<file path="src/rtl/x64_four_level_page_walk_core_defines.svh">
// Assertion macros shared by the page walk core RTL.
`ifndef X64_FOUR_LEVEL_PAGE_WALK_CORE_DEFINES_SVH
`define X64_FOUR_LEVEL_PAGE_WALK_CORE_DEFINES_SVH

`ifndef ASSERT_OFF
`define PWK_ASSERT_IMP(label, clk, rst_n, ante, cons) \
	label: assert property (@(posedge clk) disable iff (!rst_n) (ante) |-> (cons)) \
		else $error("pwk assertion failed");
`define PWK_ASSERT_NXT(label, clk, rst_n, ante, cons) \
	label: assert property (@(posedge clk) disable iff (!rst_n) (ante) |=> (cons)) \
		else $error("pwk assertion failed");
`else
`define PWK_ASSERT_IMP(label, clk, rst_n, ante, cons)
`define PWK_ASSERT_NXT(label, clk, rst_n, ante, cons)
`endif

`endif

</file>
<file path="src/rtl/pwk_pkg.sv">
// Types, constants and address helpers of the page walk core.
package pwk_pkg;

	localparam int PHYS_ADDR_BITS = 48;
	localparam int VA_W = 48;
	localparam int PA_W = 48;
	localparam int DATA_W = 64;
	localparam int LVL_W = 3;
	localparam int QUEUE_DEPTH = 2;
	localparam int QPTR_W = (QUEUE_DEPTH > 1) ? $clog2(QUEUE_DEPTH) : 1;
	localparam int QCNT_W = $clog2(QUEUE_DEPTH + 1);

	localparam logic [DATA_W-1:0] FRAME_MASK =
		((64'd1 << PHYS_ADDR_BITS) - 64'd1) & ~64'h0000_0000_0000_0fff;
	localparam logic [DATA_W-1:0] PTE_RESERVED = 64'h000f_0000_0000_0000;
	localparam int PTE_PRESENT_BIT = 0;
	localparam int PTE_USER_BIT = 2;
	localparam int PTE_LARGE_BIT = 7;

	localparam logic [LVL_W-1:0] LEVEL_PT = 3'd1;
	localparam logic [LVL_W-1:0] LEVEL_PD = 3'd2;
	localparam logic [LVL_W-1:0] LEVEL_PDPT = 3'd3;
	localparam logic [LVL_W-1:0] LEVEL_TOP = 3'd4;

	typedef enum logic [2:0] {
		KIND_READ       = 3'd0,
		KIND_XLATED     = 3'd1,
		KIND_ABSENT     = 3'd2,
		KIND_SUPERVISOR = 3'd3,
		KIND_RESERVED   = 3'd4,
		KIND_TOP_LARGE  = 3'd5
	} kind_t;

	typedef enum logic {
		MODE_REQUEST = 1'b0,
		MODE_DATA    = 1'b1
	} mode_t;

	// One classified beat: for a request, data is the first entry read address.
	typedef struct packed {
		mode_t             mode;
		logic [LVL_W-1:0]  level;
		logic [VA_W-1:0]   virt_addr;
		logic              user_only;
		logic [DATA_W-1:0] data;
	} item_t;

	typedef struct packed {
		logic             busy;
		logic [LVL_W-1:0] level;
	} walk_status_t;

	function automatic logic [DATA_W-1:0] entry_addr(
		input logic [DATA_W-1:0] base,
		input logic [VA_W-1:0]   va,
		input logic [LVL_W-1:0]  level
	);
		logic [8:0] idx;
		case (level)
			LEVEL_PT:   idx = va[20:12];
			LEVEL_PD:   idx = va[29:21];
			LEVEL_PDPT: idx = va[38:30];
			default:    idx = va[47:39];
		endcase
		return (base & FRAME_MASK) + {{(DATA_W-12){1'b0}}, idx, 3'b000};
	endfunction

	function automatic logic [DATA_W-1:0] page_offset_mask(input logic [LVL_W-1:0] level);
		logic [DATA_W-1:0] m;
		case (level)
			LEVEL_PT:   m = 64'h0000_0000_0000_0fff;
			LEVEL_PD:   m = 64'h0000_0000_001f_ffff;
			LEVEL_PDPT: m = 64'h0000_0000_3fff_ffff;
			default:    m = 64'h0000_007f_ffff_ffff;
		endcase
		return m;
	endfunction

endpackage

</file>
<file path="src/rtl/pwk_if.sv">
// Request and result channel interfaces of the page walk core.
interface pwk_in_if;
	logic                          valid;
	logic                          ready;
	logic                          mode;
	logic [pwk_pkg::PA_W-1:0]      table_root;
	logic [pwk_pkg::LVL_W-1:0]     start_level;
	logic [pwk_pkg::VA_W-1:0]      virt_addr;
	logic                          user_only;
	logic [pwk_pkg::DATA_W-1:0]    entry_data;

	modport source (
		output valid, mode, table_root, start_level, virt_addr, user_only, entry_data,
		input  ready
	);
	modport sink (
		input  valid, mode, table_root, start_level, virt_addr, user_only, entry_data,
		output ready
	);
endinterface

interface pwk_out_if;
	logic                          valid;
	logic                          ready;
	logic [2:0]                    result_kind;
	logic [pwk_pkg::DATA_W-1:0]    address;
	logic [pwk_pkg::LVL_W-1:0]     walk_level;

	modport source (
		output valid, result_kind, address, walk_level,
		input  ready
	);
	modport sink (
		input  valid, result_kind, address, walk_level,
		output ready
	);
endinterface

</file>
<file path="src/rtl/pwk_front.sv">
// Front end: takes request and entry beats, normalizes level, forms first read address.
module pwk_front (
	pwk_in_if.sink                req,
	input  logic                  q_ready,
	output logic                  q_push,
	output pwk_pkg::item_t        q_item
);

	logic [pwk_pkg::LVL_W-1:0] lvl;

	always_comb begin
		// A level of zero or above four means the top level.
		if (req.start_level == 3'd0 || req.start_level > pwk_pkg::LEVEL_TOP) begin
			lvl = pwk_pkg::LEVEL_TOP;
		end else begin
			lvl = req.start_level;
		end
	end

	always_comb begin
		q_item.mode      = pwk_pkg::mode_t'(req.mode);
		q_item.level     = lvl;
		q_item.virt_addr = req.virt_addr;
		q_item.user_only = req.user_only;
		if (pwk_pkg::mode_t'(req.mode) == pwk_pkg::MODE_REQUEST) begin
			q_item.data = pwk_pkg::entry_addr(
				{{(pwk_pkg::DATA_W-pwk_pkg::PA_W){1'b0}}, req.table_root},
				req.virt_addr, lvl);
		end else begin
			q_item.data = req.entry_data;
		end
	end

	assign req.ready = q_ready;
	assign q_push    = req.valid && q_ready;

endmodule

</file>
<file path="src/rtl/pwk_queue.sv">
// Short FIFO of classified beats between front and back.
module pwk_queue (
	input  logic                  clk,
	input  logic                  arst_n,
	input  logic                  push,
	input  pwk_pkg::item_t        push_item,
	output logic                  not_full,
	output logic                  head_valid,
	input  logic                  pop,
	output pwk_pkg::item_t        head
);

	pwk_pkg::item_t                 mem_q [pwk_pkg::QUEUE_DEPTH];
	logic [pwk_pkg::QPTR_W-1:0]     wr_ptr_q;
	logic [pwk_pkg::QPTR_W-1:0]     rd_ptr_q;
	logic [pwk_pkg::QCNT_W-1:0]     count_q;

	localparam logic [pwk_pkg::QPTR_W-1:0] LAST = pwk_pkg::QPTR_W'(pwk_pkg::QUEUE_DEPTH - 1);
	localparam logic [pwk_pkg::QCNT_W-1:0] FULL = pwk_pkg::QCNT_W'(pwk_pkg::QUEUE_DEPTH);

	assign not_full   = count_q != FULL;
	assign head_valid = count_q != '0;
	assign head       = mem_q[rd_ptr_q];

	always_ff @(posedge clk or negedge arst_n) begin
		if (!arst_n) begin
			wr_ptr_q <= '0;
			rd_ptr_q <= '0;
			count_q  <= '0;
		end else begin
			if (push) begin
				wr_ptr_q <= (wr_ptr_q == LAST) ? '0 : wr_ptr_q + 1'b1;
			end
			if (pop) begin
				rd_ptr_q <= (rd_ptr_q == LAST) ? '0 : rd_ptr_q + 1'b1;
			end
			case ({push, pop})
				2'b10:   count_q <= count_q + 1'b1;
				2'b01:   count_q <= count_q - 1'b1;
				default: count_q <= count_q;
			endcase
		end
	end

	always_ff @(posedge clk) begin
		if (push) begin
			mem_q[wr_ptr_q] <= push_item;
		end
	end

endmodule

</file>
<file path="src/rtl/pwk_back.sv">
// Back end: walk state, entry checks and the registered result beat.
module pwk_back (
	input  logic                  clk,
	input  logic                  arst_n,
	input  logic                  head_valid,
	input  pwk_pkg::item_t        head,
	output logic                  pop,
	pwk_out_if.source             rsp,
	output pwk_pkg::walk_status_t status
);

	logic                          busy_q;
	logic [pwk_pkg::LVL_W-1:0]     level_q;
	logic [pwk_pkg::VA_W-1:0]      va_q;
	logic                          user_q;
	logic                          out_valid_q;
	pwk_pkg::kind_t                out_kind_q;
	logic [pwk_pkg::DATA_W-1:0]    out_addr_q;
	logic [pwk_pkg::LVL_W-1:0]     out_level_q;

	logic                          emit;
	logic                          load_walk;
	logic                          busy_d;
	logic [pwk_pkg::LVL_W-1:0]     level_d;
	pwk_pkg::kind_t                kind;
	logic [pwk_pkg::DATA_W-1:0]    addr;
	logic [pwk_pkg::LVL_W-1:0]     res_level;
	logic [pwk_pkg::DATA_W-1:0]    pte;
	logic [pwk_pkg::DATA_W-1:0]    low;
	logic [pwk_pkg::DATA_W-1:0]    va_ext;

	assign pop    = head_valid && (!out_valid_q || rsp.ready);
	assign pte    = head.data;
	assign low    = pwk_pkg::page_offset_mask(level_q);
	assign va_ext = {{(pwk_pkg::DATA_W-pwk_pkg::VA_W){1'b0}}, va_q};

	always_comb begin
		emit      = 1'b0;
		load_walk = 1'b0;
		busy_d    = busy_q;
		level_d   = level_q;
		kind      = pwk_pkg::KIND_READ;
		addr      = '0;
		res_level = level_q;
		if (head.mode == pwk_pkg::MODE_REQUEST) begin
			// Drop a request that arrives mid-walk.
			if (!busy_q) begin
				emit      = 1'b1;
				load_walk = 1'b1;
				busy_d    = 1'b1;
				level_d   = head.level;
				addr      = head.data;
				res_level = head.level;
			end
		end else if (busy_q) begin
			emit = 1'b1;
			if (!pte[pwk_pkg::PTE_PRESENT_BIT]) begin
				busy_d = 1'b0;
				kind   = pwk_pkg::KIND_ABSENT;
				addr   = (level_q == pwk_pkg::LEVEL_PT) ? pte : '0;
			end else if (user_q && !pte[pwk_pkg::PTE_USER_BIT]) begin
				busy_d = 1'b0;
				kind   = pwk_pkg::KIND_SUPERVISOR;
			end else if ((pte & pwk_pkg::PTE_RESERVED) != '0) begin
				busy_d = 1'b0;
				kind   = pwk_pkg::KIND_RESERVED;
			end else if (level_q == pwk_pkg::LEVEL_PT || pte[pwk_pkg::PTE_LARGE_BIT]) begin
				busy_d = 1'b0;
				if (level_q == pwk_pkg::LEVEL_TOP) begin
					kind = pwk_pkg::KIND_TOP_LARGE;
				end else begin
					kind = pwk_pkg::KIND_XLATED;
					addr = (pte & pwk_pkg::FRAME_MASK & ~low) | (va_ext & low);
				end
			end else begin
				// Descend one level and read the next entry.
				level_d   = level_q - 1'b1;
				res_level = level_q - 1'b1;
				addr      = pwk_pkg::entry_addr(pte, va_q, level_q - 1'b1);
			end
		end
	end

	always_ff @(posedge clk or negedge arst_n) begin
		if (!arst_n) begin
			busy_q      <= 1'b0;
			level_q     <= '0;
			out_valid_q <= 1'b0;
		end else begin
			if (pop) begin
				busy_q      <= busy_d;
				level_q     <= level_d;
				out_valid_q <= emit;
			end else if (rsp.ready) begin
				out_valid_q <= 1'b0;
			end
		end
	end

	always_ff @(posedge clk) begin
		if (pop && emit) begin
			out_kind_q  <= kind;
			out_addr_q  <= addr;
			out_level_q <= res_level;
		end
		if (pop && load_walk) begin
			va_q   <= head.virt_addr;
			user_q <= head.user_only;
		end
	end

	assign rsp.valid       = out_valid_q;
	assign rsp.result_kind = out_kind_q;
	assign rsp.address     = out_addr_q;
	assign rsp.walk_level  = out_level_q;

	assign status.busy  = busy_q;
	assign status.level = level_q;

endmodule

</file>
<file path="src/rtl/x64_four_level_page_walk_core.sv">
// Four-level x86-64 page walker: one beat in per cycle while the queue has room, one
// registered result beat out. A request beat (mode 0) starts a walk and answers with
// the read address of the first table entry; each entry beat (mode 1) answers with the
// next read, the physical address of a 4kB/2MB/1GB page, or a fault. Requests during a
// walk and entry beats while idle are dropped without a result. Beats are accepted at
// up to one per cycle while the queue is not full. A beat first lands in the queue,
// and the back end takes it from the queue head into the result register, which rsp
// shows. A result that waits with rsp.ready low stalls the back end. Throughput is set
// by the back end, which retires one queued beat per cycle into the result register
// unless a result waits with rsp.ready low. A two-entry queue lets the request side
// take two more beats while a result waits to be taken.
`include "x64_four_level_page_walk_core_defines.svh"

module x64_four_level_page_walk_core (
	input  logic       clk,
	input  logic       arst_n,
	pwk_in_if.sink     req,
	pwk_out_if.source  rsp
);

	logic                  q_push;
	logic                  q_not_full;
	logic                  q_valid;
	logic                  q_pop;
	pwk_pkg::item_t        push_item;
	pwk_pkg::item_t        head;
	pwk_pkg::walk_status_t walk_st;

	pwk_front u_front (
		.req     (req),
		.q_ready (q_not_full),
		.q_push  (q_push),
		.q_item  (push_item)
	);

	pwk_queue u_queue (
		.clk        (clk),
		.arst_n     (arst_n),
		.push       (q_push),
		.push_item  (push_item),
		.not_full   (q_not_full),
		.head_valid (q_valid),
		.pop        (q_pop),
		.head       (head)
	);

	pwk_back u_back (
		.clk        (clk),
		.arst_n     (arst_n),
		.head_valid (q_valid),
		.head       (head),
		.pop        (q_pop),
		.rsp        (rsp),
		.status     (walk_st)
	);

	`PWK_ASSERT_IMP(a_rsp_level, clk, arst_n, rsp.valid,
		rsp.walk_level != 3'd0 && rsp.walk_level <= pwk_pkg::LEVEL_TOP)
	`PWK_ASSERT_IMP(a_xlated_not_top, clk, arst_n,
		rsp.valid && rsp.result_kind == pwk_pkg::KIND_XLATED,
		rsp.walk_level != pwk_pkg::LEVEL_TOP)
	`PWK_ASSERT_IMP(a_busy_level, clk, arst_n, walk_st.busy,
		walk_st.level != 3'd0 && walk_st.level <= pwk_pkg::LEVEL_TOP)
	`PWK_ASSERT_NXT(a_read_busy, clk, arst_n,
		q_pop && rsp.ready && !walk_st.busy && head.mode == pwk_pkg::MODE_REQUEST,
		walk_st.busy && rsp.valid)

endmodule
</file>
<file path="src/flat_wrapper.sv">
// flat-port wrapper written by rule: the top's interface ports become plain ports
module x64_four_level_page_walk_core_flat 
  (clk, arst_n, req_valid, req_mode, req_table_root, req_start_level, req_virt_addr, req_user_only, req_entry_data, req_ready, rsp_valid, rsp_result_kind, rsp_address, rsp_walk_level, rsp_ready);
  pwk_in_if req_i ();
  pwk_out_if rsp_i ();
  input  logic clk;
  input  logic arst_n;
  input wire logic [$bits(req_i.valid)-1:0] req_valid;
  input wire logic [$bits(req_i.mode)-1:0] req_mode;
  input wire logic [$bits(req_i.table_root)-1:0] req_table_root;
  input wire logic [$bits(req_i.start_level)-1:0] req_start_level;
  input wire logic [$bits(req_i.virt_addr)-1:0] req_virt_addr;
  input wire logic [$bits(req_i.user_only)-1:0] req_user_only;
  input wire logic [$bits(req_i.entry_data)-1:0] req_entry_data;
  output wire logic [$bits(req_i.ready)-1:0] req_ready;
  output wire logic [$bits(rsp_i.valid)-1:0] rsp_valid;
  output wire logic [$bits(rsp_i.result_kind)-1:0] rsp_result_kind;
  output wire logic [$bits(rsp_i.address)-1:0] rsp_address;
  output wire logic [$bits(rsp_i.walk_level)-1:0] rsp_walk_level;
  input wire logic [$bits(rsp_i.ready)-1:0] rsp_ready;
  assign req_i.valid = req_valid;
  assign req_i.mode = req_mode;
  assign req_i.table_root = req_table_root;
  assign req_i.start_level = req_start_level;
  assign req_i.virt_addr = req_virt_addr;
  assign req_i.user_only = req_user_only;
  assign req_i.entry_data = req_entry_data;
  assign req_ready = req_i.ready;
  assign rsp_valid = rsp_i.valid;
  assign rsp_result_kind = rsp_i.result_kind;
  assign rsp_address = rsp_i.address;
  assign rsp_walk_level = rsp_i.walk_level;
  assign rsp_i.ready = rsp_ready;
  x64_four_level_page_walk_core u_core (.clk(clk), .arst_n(arst_n), .req(req_i), .rsp(rsp_i));
endmodule
</file>
<file path="config.mk">
export PLATFORM = sky130hd
export DESIGN_NAME = x64_four_level_page_walk_core_flat
export DESIGN_NICKNAME = d
export VERILOG_FILES = /design/src/rtl/pwk_pkg.sv /design/src/rtl/pwk_if.sv /design/src/rtl/pwk_front.sv /design/src/rtl/pwk_queue.sv /design/src/rtl/pwk_back.sv /design/src/rtl/x64_four_level_page_walk_core.sv /design/src/flat_wrapper.sv
export VERILOG_INCLUDE_DIRS = /design/src /design/src/rtl
export SDC_FILE = /design/constraint.sdc
export NUM_CORES = 1
export LEC_CHECK = 0
export BUFFER_PORTS_ARGS = -buffer_cell sky130_fd_sc_hd__buf_4
export CAP_MARGIN = 20
export CORE_UTILIZATION = 30
export DETAILED_ROUTE_END_ITERATION = 7
export PLACE_DENSITY_LB_ADDON = 0.3
export SLEW_MARGIN = 20
export SYNTH_ARGS = -nofsm -noshare
export SYNTH_HDL_FRONTEND = slang
export SYNTH_SLANG_ARGS = --single-unit
</file>
<file path="constraint.sdc">
create_clock -name clk -period 6.2 [get_ports clk]
set_input_delay 0 -clock clk [delete_from_list [all_inputs] [get_ports clk]]
set_output_delay 0 -clock clk [all_outputs]
set_load 0.05 [all_outputs]
</file>
# Yosys cells after proc, flatten, opt, wreduce, memory -nomap -nowiden
# Memory sizes are Yosys's and may differ from the RTL's.
# Index checks and enable logic that the tools add are counted.
dict set report word_totals {
  romBits 0
  memories 1
  latchBits 0
  register_bits 128
  out_inout_bits 72
  ramBits 234
}
# memory words word_bits rd rd_clocked_by_memory_dff wr line_no
set mem_list {}
lappend mem_list {u_core.u_queue.mem_q 2 117 1 0 1 pwk_queue.sv:13} ;# pwk_pkg::item_t mem_q [pwk_pkg::QUEUE_DEPTH];
dict set report op_classes {
  n_shift 0
  n_eq_ne 13
  bitwise 7
  n_div 0
  addsub 7
  reduce_logical 18
  n_mux 50
  multipliers 0
  magnitude_cmp 1
}
# cell count
set op_table {}
lappend op_table {{64-bit two-way mux} 10}
lappend op_table {{48-bit by 64-bit AND with 64-bit output} 2}
lappend op_table {{39-bit case mux with 3 select lines} 1}
lappend op_table {{48-bit by 12-bit adder with 49-bit output} 2}
lappend op_table {{64-bit inverter} 1}
lappend op_table {{64-bit bitwise OR} 1}
lappend op_table {{64-bit nonzero test} 1}
lappend op_table {{9-bit two-way mux} 7}
lappend op_table {{9-bit case mux with 3 select lines} 2}
lappend op_table {{3-bit two-way mux} 11}
lappend op_table {{3-bit by 2-bit equality test with 1-bit output, second input constant} 6}
lappend op_table {{1-bit two-way mux} 16}
lappend op_table {{3-bit by 1-bit equality test with 1-bit output, second input constant} 3}
lappend op_table {{2-bit nonzero test} 3}
lappend op_table {{1-bit logical AND} 5}
lappend op_table {{2-bit two-way mux} 2}
lappend op_table {{2-bit case mux with 2 select lines} 1}
lappend op_table {{4-bit OR reduction} 1}
lappend op_table {{3-bit equality test, second input constant} 1}
lappend op_table {{3-bit greater-than comparator, second input constant} 1}
lappend op_table {{3-bit logical NOT} 1}
lappend op_table {{1-bit logical OR} 3}
lappend op_table {{1-bit inverter} 3}
lappend op_table {{3-bit AND reduction} 1}
lappend op_table {{other kinds (9)} 11}

# Logic depth before layout (Yosys ltp)
dict set report logic_depth {
  word_depth 16
  depth_mapped 10
}

# By module
# From an unflattened synthesis, not the netlist that was laid out.
dict set report hier_totals {
  cells_unflattened 927
  area_unflattened_um2 15508.6
}
# module cells_each seq_area_each_um2 area_per_inst_um2 instances
set modules_own_cells {}
lappend modules_own_cells {pwk_queue 380 7126.8 8695.8 1}
lappend modules_own_cells {pwk_back 354 3698.5 5316.3 1}
lappend modules_own_cells {pwk_front 193 0.0 1496.4 1}

# Least setup slack after synthesis
# Ideal clock, no wire load.
dict set report synth_path {
  path_type {register to register}
  start {register u_core.u_queue.count_q[0] (netlist bit)}
  end {memory u_core.u_queue.mem_q[0][0] (netlist bit), enable pin}
  path_stages_with_launch 4
  setup_ns 0.595
  t_required_ns 5.605
  setup_slack_ns -0.347
  arrival_time_ns 5.952
  cell_sequence {dfrtp_1 nand2b_1 nand2_1 nor2_1}
}
dict set report synth_via {
  elab_chain_cells 4
}
# item line_no
set synth_rtl {}
lappend synth_rtl {{from (decl)} pwk_queue.sv:16} ;# logic [pwk_pkg::QCNT_W-1:0] count_q;
lappend synth_rtl {{from (signal assigned)} pwk_queue.sv:38} ;# 2'b10: count_q <= count_q + 1'b1;
lappend synth_rtl {{from (signal assigned)} pwk_queue.sv:39} ;# 2'b01: count_q <= count_q - 1'b1;
lappend synth_rtl {{from (signal assigned)} pwk_queue.sv:40} ;# default: count_q <= count_q;
lappend synth_rtl {{2-bit inequality test} pwk_queue.sv:21} ;# assign not_full = count_q != FULL;
lappend synth_rtl {{via req_ready} flat_wrapper.sv:15} ;# output wire logic [$bits(req_i.ready)-1:0] req_ready;
lappend synth_rtl {{1-bit logical AND} pwk_front.sv:35} ;# assign q_push = req.valid && q_ready;
lappend synth_rtl {{1-bit two-way mux} pwk_queue.sv:46} ;# if (push) begin
lappend synth_rtl {{1-bit two-way mux (not written as such)} pwk_queue.sv:47} ;# mem_q[wr_ptr_q] <= push_item;
lappend synth_rtl {{to (decl)} pwk_queue.sv:13}
# The timed path passes the listed nets, and every way through them passes these cells.

# Worst setup path in the final report
dict set report layout_path {
  start {register u_core.u_queue.rd_ptr_q}
  end {register u_core.u_back.out_addr_q (netlist bit u_core.u_back.rsp.address[38]), data pin}
}
dict set report layout_via {
  elab_chain_cells 10
  elab_cells_between_ends 17
  cone_classes {1 x add/sub; 9 x mux; 2 x bitwise; 4 x reduce/logical; 1 x memory}
}
# item line_no
set layout_rtl {}
lappend layout_rtl {{from (decl)} pwk_queue.sv:15} ;# logic [pwk_pkg::QPTR_W-1:0] rd_ptr_q;
lappend layout_rtl {{from (signal assigned)} pwk_queue.sv:35} ;# rd_ptr_q <= (rd_ptr_q == LAST) ? '0 : rd_ptr_q + 1'b1;
lappend layout_rtl {{memory read 2 x 117 bit (*)} --}
lappend layout_rtl {{branches (longest 8 deep; another with 48-bit by 12-bit adder with 49-bit output)} --}
lappend layout_rtl {{64-bit two-way mux (*)} pwk_back.sv:45} ;# if (head.mode == pwk_pkg::MODE_REQUEST) begin
lappend layout_rtl {{via u_core.u_back.addr (one bit)} pwk_back.sv:26} ;# logic [pwk_pkg::DATA_W-1:0] addr;
lappend layout_rtl {{to (signal assigned)} pwk_back.sv:103} ;# out_addr_q <= addr;
lappend layout_rtl {{to (decl)} pwk_back.sv:18} ;# logic [pwk_pkg::DATA_W-1:0] out_addr_q;
# Mark *: on every way through the listed nets, which the timed path passes.
# A chain may end at the register's enable or synchronous reset.

==> results.sh <==
export IMPL_cp_max_fo=56
export IMPL_tightest_slew_ns=0.993
export IMPL_post_cts_resized=0
export IMPL_cp_end_kind="register"
export IMPL_maxCapViolCount=0
export IMPL_wl_um=36500
export IMPL_pin_count=241
export IMPL_grt_max_degree=93
export IMPL_die_w_um=223
export IMPL_netlist_instances=860
export IMPL_startpoint_type="register"
export IMPL_area_growth_pct=35.3
export IMPL_grt_pass1_vias=8974
export IMPL_fillers=4378
export IMPL_numCtsBuffers=39
export IMPL_vias_per_cell=4.63
export IMPL_dp_slack_ns=2.52
export IMPL_synth_top_cells_by_area="edfxtp_1 (72%), mux2_2 (7.8%), mux2i_1 (4.0%), dfrtp_1 (1.5%), nor2_1 (1.3%)"
export IMPL_insertion_delay_ns=0.56
export IMPL_ys_ff_latch=362
export IMPL_tns_ns=0
export IMPL_synth_async_reset_ratio=0.0249
export IMPL_synth_top_area_share=0.723
export IMPL_ir_drop_mv=0.208
export IMPL_worst_hold_path_endpoint="u_core.u_queue.mem_q[1][113]"
export IMPL_hold_ws_ns=0.0744
export IMPL_root_buffer="clkbuf_16"
export IMPL_hpwl_um=24000
export IMPL_fp_dieH_um=223
export IMPL_worst_path_buf_inv=1
export IMPL_r2r_start="u_core.u_queue.rd_ptr_q"
export IMPL_period_share=0.581
export IMPL_seq_area_sq_um=10800
export IMPL_die_area_sq_um=49700
export IMPL_switching_power_mw=3.62
export IMPL_synth_edf_count=353
export IMPL_hold_path_depth=2
export IMPL_cts_sinks=362
export IMPL_start_util=0.306
export IMPL_hold_violations=0
export IMPL_crit_slowest_cell="buf_4"
export IMPL_drt_first_pass_iters=5
export IMPL_max_freq_ghz=0.278
export IMPL_critPathTopFamily="compound AO/OA/AOI/OAI gates"
export IMPL_antennaDiodeCount=0
export IMPL_grt_pass1_wl_um=53900
export IMPL_grtUsageTotal=0.145
export IMPL_drive_above_1_share=0.330
export IMPL_fin_nets=1432
export IMPL_wire_per_inst_um=19.2
export IMPL_reg2reg_slack_ns=2.60
export IMPL_synth_most_common_cell="edfxtp_1"
export IMPL_worstHoldStart="req_start_level[0]"
export IMPL_clk_pin_slew_ns=0.06
export IMPL_clkPwrFrac=0.227
export IMPL_cts_tree="done"
export IMPL_power_density_nw_per_um2=492
export IMPL_p_int_mw=6.14
export IMPL_setup_violations=0
export IMPL_relSlewSlack=0.338
export IMPL_cp_cell_sequence="buf_4 -> nor3_1 -> a22o_2 -> nor3b_2 -> o21ai_1 -> o31a_1 -> o2bb2ai_2"
export IMPL_power_frac_seq=0.421
export IMPL_period_minus_slack_ns=3.60
export IMPL_port_buffers=228
export IMPL_synth_common_cells="edfxtp_1 (353), mux2_2 (101), mux2i_1 (59)"
export IMPL_instances_no_fill=1899
export IMPL_ys_seq_area_frac=0.739
export IMPL_gp_congestion=0.779
export IMPL_avgSynthCellArea_sq_um=17.0
export IMPL_synthesis_area_sq_um=14700
export IMPL_final_util=0.414
export IMPL_leakage_nw=7.26
export IMPL_reg2reg_depth=7
export IMPL_place_inst=1674
export IMPL_required_ns=6.48
export IMPL_combPwrFrac=0.352
export IMPL_ys_flop_type="edfxtp_1"
export IMPL_rows=80
export IMPL_yosys_warnings=0
export IMPL_core_sq_um=47900
export IMPL_fin_skew_ns=0.0217
export IMPL_htreeDepth=2
export IMPL_maxSlewViolCount=0
export IMPL_worst_slack_ns=2.60
export IMPL_ant_nets=0
export IMPL_crit_type="register to register"
export IMPL_drc=0
export IMPL_yosysTopAreaCell="edfxtp_1"
export IMPL_r2r_end="u_core.u_back.rsp.address[38]"
export IMPL_drtIter0Drc=720
export IMPL_status="finished, final reports clean"
export IMPL_grt_overflow_total=0
export IMPL_cp_slowest_stage_delay_ns=0.78
export IMPL_arrival_ns=3.88
export IMPL_synth_net_count=1038
export IMPL_rsz0062_at_grt="false"
export IMPL_antenna_found_initial=0
export IMPL_cts_path_max_buffers=3
export IMPL_min_path_type="input pin to register"
export IMPL_multiInputGateArea_sq_um=3630
export IMPL_cts_setup_buffers=0
export IMPL_p_sw_frac=0.371
export IMPL_yosysUniqueCellTypes=59
export IMPL_vias=8801
-- state kept, by name, indices dropped and copies added (netlist names) --
name	count
u_core.u_queue.rd_ptr_q	1
u_core.u_back.rsp.address	64
u_core.u_queue.count_q	2
u_core.u_queue.mem_q	234
u_core.u_queue.wr_ptr_q	1
u_core.u_back.rsp.result_kind	3
u_core.u_back.level_q	3
u_core.u_back.rsp.valid	1
u_core.u_back.busy_q	1
u_core.u_back.user_q	1
u_core.u_back.rsp.walk_level	3
u_core.u_back.va_q	48
-- cell usage in the layout (no fill, tap or decap), types with 2 or more instances in the layout --
| cell | synthesis | layout |
|---|---|---|
| edfxtp_1 | 353 | 353 |
| buf_4 | 0 | 235 |
| dlygate4sd3_1 | 0 | 154 |
| mux2_2 | 101 | 101 |
| mux2i_1 | 59 | 59 |
| nor2_1 | 50 | 48 |
| clkbuf_16 | 0 | 40 |
| nand2_1 | 37 | 37 |
| o21ai_0 | 23 | 23 |
| a21oi_1 | 22 | 22 |
| and2_1 | 21 | 20 |
| o22ai_1 | 18 | 18 |
| o2bb2ai_1 | 11 | 11 |
| clkinv_1 | 0 | 10 |
| inv_1 | 9 | 9 |
| o2bb2ai_2 | 9 | 9 |
| ha_1 | 9 | 9 |
| clkbuf_1 | 16 | 8 |
| dfrtp_1 | 9 | 8 |
| a22o_1 | 7 | 7 |
| a31oi_1 | 7 | 7 |
| clkinv_2 | 0 | 7 |
| nand2b_1 | 6 | 6 |
| nor3_1 | 6 | 6 |
| a222oi_1 | 6 | 6 |
| xnor2_1 | 5 | 5 |
| o32ai_1 | 4 | 4 |
| a22oi_1 | 4 | 4 |
| o21a_1 | 3 | 3 |
| nor2_4 | 1 | 3 |
| xor2_1 | 3 | 3 |
| a211oi_1 | 3 | 3 |
| a21o_1 | 3 | 3 |
| or2_2 | 2 | 2 |
| o21ai_1 | 2 | 2 |
| a21boi_2 | 2 | 2 |
| o22a_1 | 2 | 2 |
| bufinv_16 | 0 | 2 |
-- kinds of logic after synthesis --
group | synth area share
adders and majority gates | 0.00768
DFF | 0.739
xor gates and xnor gates | 0.00478
buffers and inverters | 0.0153
and+or+nand+nor | 0.0461
AOI/OAI and AO/OA | 0.0673
muxes | 0.120
-- worst register-to-register path, delay by kind of cell (launching register included) --
family | cells | cell delay [ns]
buffers and inverters | 1 | 0.80
flip-flops | 1 | 0.70
AND/OR/NAND/NOR | 2 | 0.37
AO/OA/AOI/OAI | 4 | 1.47
-- how the worst max path moves through the flow --
stage                         startpoint                            end  slack [ns]  depth (start not counted)
2_1_floorplan  u_core.u_queue.count_q[0]     u_core.u_queue.mem_q[0][0]        1.62                          3
3_3_place_gp     u_core.u_queue.rd_ptr_q  u_core.u_back.rsp.address[38]        2.51                          7
3_5_place_dp     u_core.u_queue.rd_ptr_q  u_core.u_back.rsp.address[38]        2.52                          7
4_1_cts          u_core.u_queue.rd_ptr_q  u_core.u_back.rsp.address[38]        2.50                          7
5_1_grt          u_core.u_queue.rd_ptr_q  u_core.u_back.rsp.address[38]        2.38                          7
6_report         u_core.u_queue.rd_ptr_q  u_core.u_back.rsp.address[38]        2.60                          7
-- layer usage --
layer  routed length, um  share of wire  up-vias  GRT usage
li1                    -              -     4142          -
met1               15900           0.44     4327      0.187
met2               17600           0.48      267      0.240
met3                1820          0.050       65     0.0255
met4                1160          0.032        0     0.0612
met5                   0              0        -          0
-- timing repair --
| action | 4_1_cts | 5_1_grt |
|---|---|---|
| endpoints found under the hold margin | 240 | 0 |
| hold buffers | 154 | 0 |
| setup endpoints to repair | 0 | 0 |
-- through the flow --
stage / instance area (sq um) / total power, mW
2_1_floorplan: 14700 / 6.41
3_3_place_gp: 17100 / 7.51
5_1_grt: 19800 / 10.2
6_report: 19800 / 9.76
4_1_cts: 19800 / 9.89
3_5_place_dp: 17100 / 7.57
-- power groups by stage --
stage	Clock, mW	Combinational (mW)	Sequential, mW
2_1_floorplan	0	1.51	4.90
3_3_place_gp	0	3.36	4.14
3_5_place_dp	0	3.41	4.16
4_1_cts	2.28	3.50	4.11
5_1_grt	2.36	3.67	4.17
6_report	2.21	3.44	4.11
-- final cells by class --
type,count,share of cell area
multi-input cells,450,0.183
well taps,615,0.0388
clock inverters,22,0.00833
flip-flops and latches,362,0.546
inverters,10,0.00202
repair buffers,391,0.169
clock buffers,49,0.0527
Note: power is estimated with default switching activity, not from simulation.
